### config.mk
export PLATFORM = sky130hd
export DESIGN_NAME = bmu_div
export DESIGN_NICKNAME = d
export VERILOG_FILES = /design/src/rtl/bmu_pkg.sv /design/src/rtl/bmu_div.sv
export SDC_FILE = /design/constraint.sdc
export NUM_CORES = 1
export LEC_CHECK = 0
export BUFFER_PORTS_ARGS = -buffer_cell sky130_fd_sc_hd__buf_2
export CORE_ASPECT_RATIO = 1.25
export CORE_MARGIN = 10
export CORE_UTILIZATION = 60
export CTS_CLUSTER_SIZE = 25
export DETAILED_ROUTE_END_ITERATION = 6
export PLACE_DENSITY = 0.8
export SLEW_MARGIN = 20
export SYNTH_ARGS = -nofsm -noshare
export SYNTH_HDL_FRONTEND = slang
export SYNTH_SLANG_ARGS = --single-unit
### constraint.sdc
create_clock -name clk -period 3.4 [get_ports clk]
set_input_delay 0 -clock clk [delete_from_list [all_inputs] [get_ports clk]]
set_output_delay 0 -clock clk [all_outputs]
set_load 0.01 [all_outputs]
### src/rtl/bmu_pkg.sv
`timescale 1ns / 1ps
// ----------------------------------------------------------------------------
// bmu_pkg
// Shared types, constants and helpers for the bicycle motion update block.
// ----------------------------------------------------------------------------
package bmu_pkg;

	localparam int POS_W        = 32;
	localparam int CORDIC_STEPS = 16;

	localparam logic        OP_MOVE = 1'b0;
	localparam logic        OP_SET  = 1'b1;

	localparam logic [23:0] TWO_PI_U = 24'd411775;
	localparam logic signed [20:0] K_TWO_PI  = 21'sd411775;
	localparam logic signed [20:0] K_PI      = 21'sd205887;
	localparam logic signed [20:0] K_HALF_PI = 21'sd102944;
	localparam logic signed [33:0] CORDIC_GAIN = 34'sd652032874;
	localparam logic [19:0] TURN_SAT = 20'd524288;
	localparam logic [45:0] RAD_LIM  = 46'd1 << 45;

	localparam int DIV_NW = 72;
	localparam int DIV_DW = 45;
	localparam int DIV_QW = 46;
	localparam int DIV_SW = 6;
	localparam logic [DIV_SW-1:0] TURN_DIV_STEPS = 6'd19;
	localparam logic [DIV_SW-1:0] RAD_DIV_STEPS  = 6'd46;

	localparam logic signed [67:0] P_MAX = (68'sd1 <<< (POS_W - 1)) - 68'sd1;
	localparam logic signed [67:0] P_MIN = -P_MAX - 68'sd1;

	typedef enum logic [2:0] {
		CFG_WHEELBASE,
		CFG_MAX_STEER,
		CFG_STRAIGHT_TOL,
		CFG_STEER_SIGMA,
		CFG_DIST_SIGMA
	} cfg_idx_t;

	typedef enum logic [4:0] {
		S_IDLE, S_SN, S_DN, S_DADD, S_MODS, S_CORS, S_TMUL, S_DMUL, S_TCHK, S_TDIV,
		S_CLH, S_CORH, S_H2, S_MODH, S_DEC, S_SX, S_SY, S_SFIN, S_RDIV, S_CL2,
		S_CORH2, S_A1, S_A2, S_A3, S_A4, S_A5, S_SETM, S_OUT
	} st_t;

	typedef struct packed {
		logic               op;
		logic signed [19:0] steer_cmd;
		logic signed [31:0] dist_cmd;
		logic signed [15:0] steer_dev;
		logic signed [15:0] dist_dev;
		logic signed [31:0] set_x;
		logic signed [31:0] set_y;
		logic signed [23:0] set_angle;
	} cmd_t;

	typedef struct packed {
		logic signed [31:0] pos_x;
		logic signed [31:0] pos_y;
		logic signed [19:0] heading;
		logic [31:0]        steps_taken;
		logic               arc_mode;
	} res_t;

	typedef struct packed {
		logic              start;
		logic [DIV_SW-1:0] steps;
		logic [DIV_NW-1:0] num;
		logic [DIV_DW-1:0] den;
	} div_req_t;

	typedef struct packed {
		logic              busy;
		logic [DIV_QW-1:0] quo;
	} div_rsp_t;

	typedef struct packed {
		logic signed [20:0] z;
		logic               neg;
	} fold_t;

	function automatic logic [16:0] atan_q16(input logic [4:0] i);
		logic [16:0] v;
		unique case (i)
			5'd0:    v = 17'd51472;
			5'd1:    v = 17'd30385;
			5'd2:    v = 17'd16055;
			5'd3:    v = 17'd8150;
			5'd4:    v = 17'd4091;
			5'd5:    v = 17'd2047;
			5'd6:    v = 17'd1024;
			5'd7:    v = 17'd512;
			5'd8:    v = 17'd256;
			5'd9:    v = 17'd128;
			5'd10:   v = 17'd64;
			5'd11:   v = 17'd32;
			5'd12:   v = 17'd16;
			5'd13:   v = 17'd8;
			5'd14:   v = 17'd4;
			5'd15:   v = 17'd2;
			5'd16:   v = 17'd1;
			default: v = 17'd0;
		endcase
		return v;
	endfunction

	// wrap to +-pi then fold into +-pi/2
	function automatic fold_t cordic_fold(input logic signed [19:0] a);
		fold_t f;
		logic signed [20:0] z;
		z = 21'(a);
		f.neg = 1'b0;
		if (z > K_PI) begin
			z = z - K_TWO_PI;
		end else if (z < -K_PI) begin
			z = z + K_TWO_PI;
		end
		if (z > K_HALF_PI) begin
			z = z - K_PI;
			f.neg = 1'b1;
		end else if (z < -K_HALF_PI) begin
			z = z + K_PI;
			f.neg = 1'b1;
		end
		f.z = z;
		return f;
	endfunction

	function automatic logic signed [POS_W-1:0] sat_pos(input logic signed [67:0] v);
		logic signed [67:0] r;
		if (v > P_MAX) begin
			r = P_MAX;
		end else if (v < P_MIN) begin
			r = P_MIN;
		end else begin
			r = v;
		end
		return POS_W'(r);
	endfunction

endpackage

### src/rtl/bmu_div.sv
`timescale 1ns / 1ps
// ----------------------------------------------------------------------------
// bmu_div
// Restoring divider, one quotient bit per cycle, remainder preloaded.
// ----------------------------------------------------------------------------
module bmu_div (
	input  logic               clk,
	input  logic               arst_n,
	input  bmu_pkg::div_req_t  req,
	output bmu_pkg::div_rsp_t  rsp
);
	import bmu_pkg::*;

	logic              busy_q;
	logic [DIV_SW-1:0] cnt_q;
	logic [DIV_DW-1:0] rem_q;
	logic [DIV_DW-1:0] den_q;
	logic [DIV_NW-1:0] num_q;
	logic [DIV_QW-1:0] quo_q;
	logic [DIV_DW:0]   trial;
	logic              ge;

	assign trial = {rem_q, num_q[DIV_NW-1]};
	assign ge    = trial >= {1'b0, den_q};

	always_ff @(posedge clk or negedge arst_n) begin
		if (!arst_n) begin
			busy_q <= 1'b0;
			cnt_q  <= '0;
		end else if (req.start) begin
			busy_q <= 1'b1;
			cnt_q  <= req.steps;
		end else if (busy_q) begin
			cnt_q <= cnt_q - 1'b1;
			if (cnt_q == DIV_SW'(1)) begin
				busy_q <= 1'b0;
			end
		end
	end

	always_ff @(posedge clk) begin
		if (req.start) begin
			den_q <= req.den;
			rem_q <= DIV_DW'(req.num >> req.steps);
			num_q <= req.num << (7'(DIV_NW) - 7'(req.steps));
			quo_q <= '0;
		end else if (busy_q) begin
			rem_q <= ge ? DIV_DW'(trial - {1'b0, den_q}) : DIV_DW'(trial);
			num_q <= num_q << 1;
			quo_q <= {quo_q[DIV_QW-2:0], ge};
		end
	end

	assign rsp.busy = busy_q;
	assign rsp.quo  = quo_q;

endmodule

==> flow_metrics.py <==
metrics = {
    "outcome": {
        "status": "finished, final reports clean",
    },
    "logic_synthesis": {
        "synth_cell_types": 88,
        "ys_top_cells_by_area": "edfxtp_1 (25%), mux4_2 (14%), mux2i_1 (12%)",
        "syn_area_um2": 19570,
        "yosys.area.top_type": "edfxtp_1",
        "synthSimpleGateAreaFrac": 0.1473,
        "yosys_warnings": 0,
        "synth-compound-area-share": 0.1752,
        "synth_xor_area_frac": 0.02462,
        "synth_top_area_share": 0.2486,
        "synth-seq-cells": 215,
        "ys_seq_area_frac": 0.3046,
        "yosys_most_used_dff": "edfxtp_1",
        "synth_adder_area_share": 0.03172,
        "ys_async_sr_fraction": 0.03256,
        "synth_top_family_by_area": "multiplexers",
        "syn-num-nets": 2307,
        "avgSynthCellArea_um2": 9.177,
        "synthesis.instances": 2132,
        "synth_enable_flop_cells": 162,
        "synth_mux_area_frac": 0.2601,
    },
    "routing": {
        "vias_per_cell": 6.728,
        "antenna_left": 0,
        "drtIter0Drc": 2319,
        "drc_errors": 0,
        "drt-pass1-iter-count": 6,
        "vias": 18140,
        "avgRoutedWirePerCell_um": 24.99,
        "drt_wl_total_um": 67390,
    },
    "cts": {
        "cts_root_buf": "clkbuf_16",
        "clk_pin_slew_worst_paths_ns": 0.07,
        "cts_buffers": 23,
        "insertion_delay_ns": 0.55,
        "clock_path_buffers": 3,
        "cts_sinks": 215,
        "h-tree-depth": 1,
        "cts_tree": "done",
    },
    "setup_path": {
        "cp_slowest_stage_delay_ns": 0.46,
        "end_kind": "flip-flop",
        "cp_cell_sequence": "ha_1 -> nand4_1 -> nor3_1 -> nand4_1 -> nor4_2 -> a311oi_1 -> o21ai_2 -> a21oi_2 -> buf_12 -> or4_1 -> nor3b_1",
        "start_kind": "flip-flop",
        "r2r_slack_ns": 0.008,
        "crit_family": "simple AND/OR/NAND/NOR gates",
        "cpMostUsedCell": "nand4_1",
        "crit_buf_inv": 1,
        "path_max_fanout": 15,
        "worstPathArrival_ns": 3.68,
        "slowest_stage": "or4_1",
        "setup.worst_path.class": "flip-flop to flip-flop",
        "required_ns": 3.68,
    },
    "global_route": {
        "grt_max_degree": 107,
        "grt_busiest_layer": "met2",
        "track_usage": 0.3201,
        "use_met2": 0.5309,
        "grt.met3_usage": 0.05584,
        "grt_pass1_wl_um": 103100,
        "overflow": 0,
        "grt_pass1_vias": 17770,
        "antenna_found_initial": 0,
        "grtUsageMet1": 0.3820,
    },
    "final_layout": {
        "final_core_util": 0.6924,
        "final_cell_mix": "nand2_1 (380), mux2i_1 (224), nor2_1 (184), buf_2 (170), edfxtp_1 (162)",
        "area_delta_synth_final_pct": 13.12,
        "final_layout_size_suffix_gt1_frac": 0.1935,
        "final_common_cell": "nand2_1",
        "layout.nets": 2442,
        "n_antenna_cell": 0,
    },
    "die": {
        "die_h_um": 221.9,
        "start_util": 0.6121,
        "rows": 73,
        "die_area_um2": 40280,
        "io_pins": 173,
        "die_w_um": 181.5,
        "core_um2": 31970,
    },
    "sta": {
        "fin_hold_ws_ns": 0.03423,
        "drv_slew": 0,
        "tightest_slew_ns": 1.066,
        "finalSetupViolCount": 0,
        "slew-limit-headroom": 0.2868,
        "min_period_over_period": 0.9977,
        "finalHoldViolCount": 0,
        "final.min_clock_period_ns": 3.392,
        "max_clock_freq_ghz": 0.2948,
        "clock-skew-final_ns": 0.01959,
    },
    "power_and_ir_drop": {
        "combinationalPowerShare": 0.517,
        "p_sw_w": 0.005497,
        "internal_power_w": 0.007815,
        "ir_drop_mv": 0.5464,
        "p_per_area_nw_per_um2": 601.4,
        "leakagePower_nw": 9.705,
        "seqPwrFrac": 0.286,
        "swShare": 0.4130,
        "pwr-share-clk": 0.198,
    },
    "hold_path": {
        "hold_path_class": "input port to flip-flop",
    },
    "placement": {
        "io_buffers": 172,
        "hpwl_um": 50540,
        "gp_congestion": 1.037,
    },
    "job": {
        "maxCapViolCount": 0,
    },
}
[kinds of logic after synthesis]
logic type / after synthesis
xor gates and xnor gates: 52
DFF: 215
other: 1
muxes: 358
adders and majority gates: 49
and+or+nand+nor: 688
AOI/OAI and AO/OA: 527
buffers and inverters: 242
[power by group through the flow]
stage                     combinational [W]  sequential (W)  clock [W]
final                               0.00688         0.00380    0.00264
after global routing                0.00739         0.00384    0.00276
after CTS                           0.00662         0.00378    0.00265
after detailed placement            0.00651         0.00382          0
after global placement              0.00640         0.00383          0
after floorplan                     0.00483         0.00368          0
[per-stage QoR]
| step | power (W) | setup TNS (ns) | cells | cell area [um^2] | setup slack [ns] |
|---|---|---|---|---|---|
| 6_report | 0.01331 | 0 | 2696 | 22130 | 0.007890 |
| 2_1_floorplan | 0.008508 | 0 | 2132 | 19570 | 0.2822 |
| 3_3_place_gp | 0.01022 | -0.01610 | 2599 | 20760 | -0.01610 |
| 4_1_cts | 0.01305 | 0 | 2693 | 22070 | 0.005973 |
| 5_1_grt | 0.01399 | -0.07445 | 2696 | 22130 | -0.04370 |
| 3_5_place_dp | 0.01033 | -0.1232 | 2599 | 20760 | -0.1232 |
[routing by layer]
metal	part of all wire	routed length, um
met1	0.37	24880
met2	0.48	32560
met4	0.065	4382
met3	0.083	5560
met5	0	0
[synthesized netlist by cell type (all sizes together) (5+ instances only)]
cell and instances:
and2 12, or3 6, buf 91, mux2i 226, mux4 119, dfxtp 46, a32o 7, o221ai 18
ha 48, a31oi 24, mux2 13, o22ai 13, nand3 32, xnor2 33, nor2b 13, nor3 18
a22o 14, clkbuf 83, a211o 6, a211oi 34, a21boi 5, a21o 21, a21oi 160, edfxtp 162
and3 11, inv 67, dfrtp 7, o2bb2ai 27, nor2 185, nand4 10, a311oi 7, a22oi 5
o21bai 12, o21ai 125, xor2 19, o211ai 12, o21a 9, nand2 380
[worst register-to-register path: stages (launching register included)]
cell and delay [ns]:
edfxtp_1 0.41, ha_1 0.42, nand4_1 0.33, nor3_1 0.38, nand4_1 0.18, nor4_2 0.24
a311oi_1 0.17, o21ai_2 0.13, a21oi_2 0.10, buf_12 0.18, or4_1 0.46, nor3b_1 0.15
[what timing repair did]
item,in CTS,in global routing
setup buffers,0,3
endpoints found under the setup margin,1,33
hold buffers,52,0
resized for setup,1,8
gates cloned,0,0
hold endpoints to repair,73,0
pin swaps,0,2
[path summary, 6_finish.rpt]
path                                  end      start  depth (start not counted)
min in group asynchronous        cnt_q[1]     arst_n                          3
worst min-delay path             cnt_q[1]   req[118]                          4
worst max register to register  rem_q[37]  rem_q[10]                         11
max in group asynchronous          busy_q     arst_n                          3
worst min register to register  quo_q[45]  quo_q[45]                          2
worst max-delay path            rem_q[37]  rem_q[10]                         11
[flip-flops by register name, indices dropped and copies added (netlist names)]
name	cells
busy_q	1
cnt_q	6
den_q	45
num_q	72
quo_q	46
rem_q	45
[final cells by class]
class | count | area (um^2)
clock inverter | 9 | 118.9
inverter | 68 | 255.2
fill | 2548 | 9834
sequential | 215 | 5962
timing repair buffer | 284 | 2009
tap | 412 | 515.5
clock buffer | 33 | 674.4
multi-input combinational | 1675 | 12600
Power figures use the tool's default switching activity.
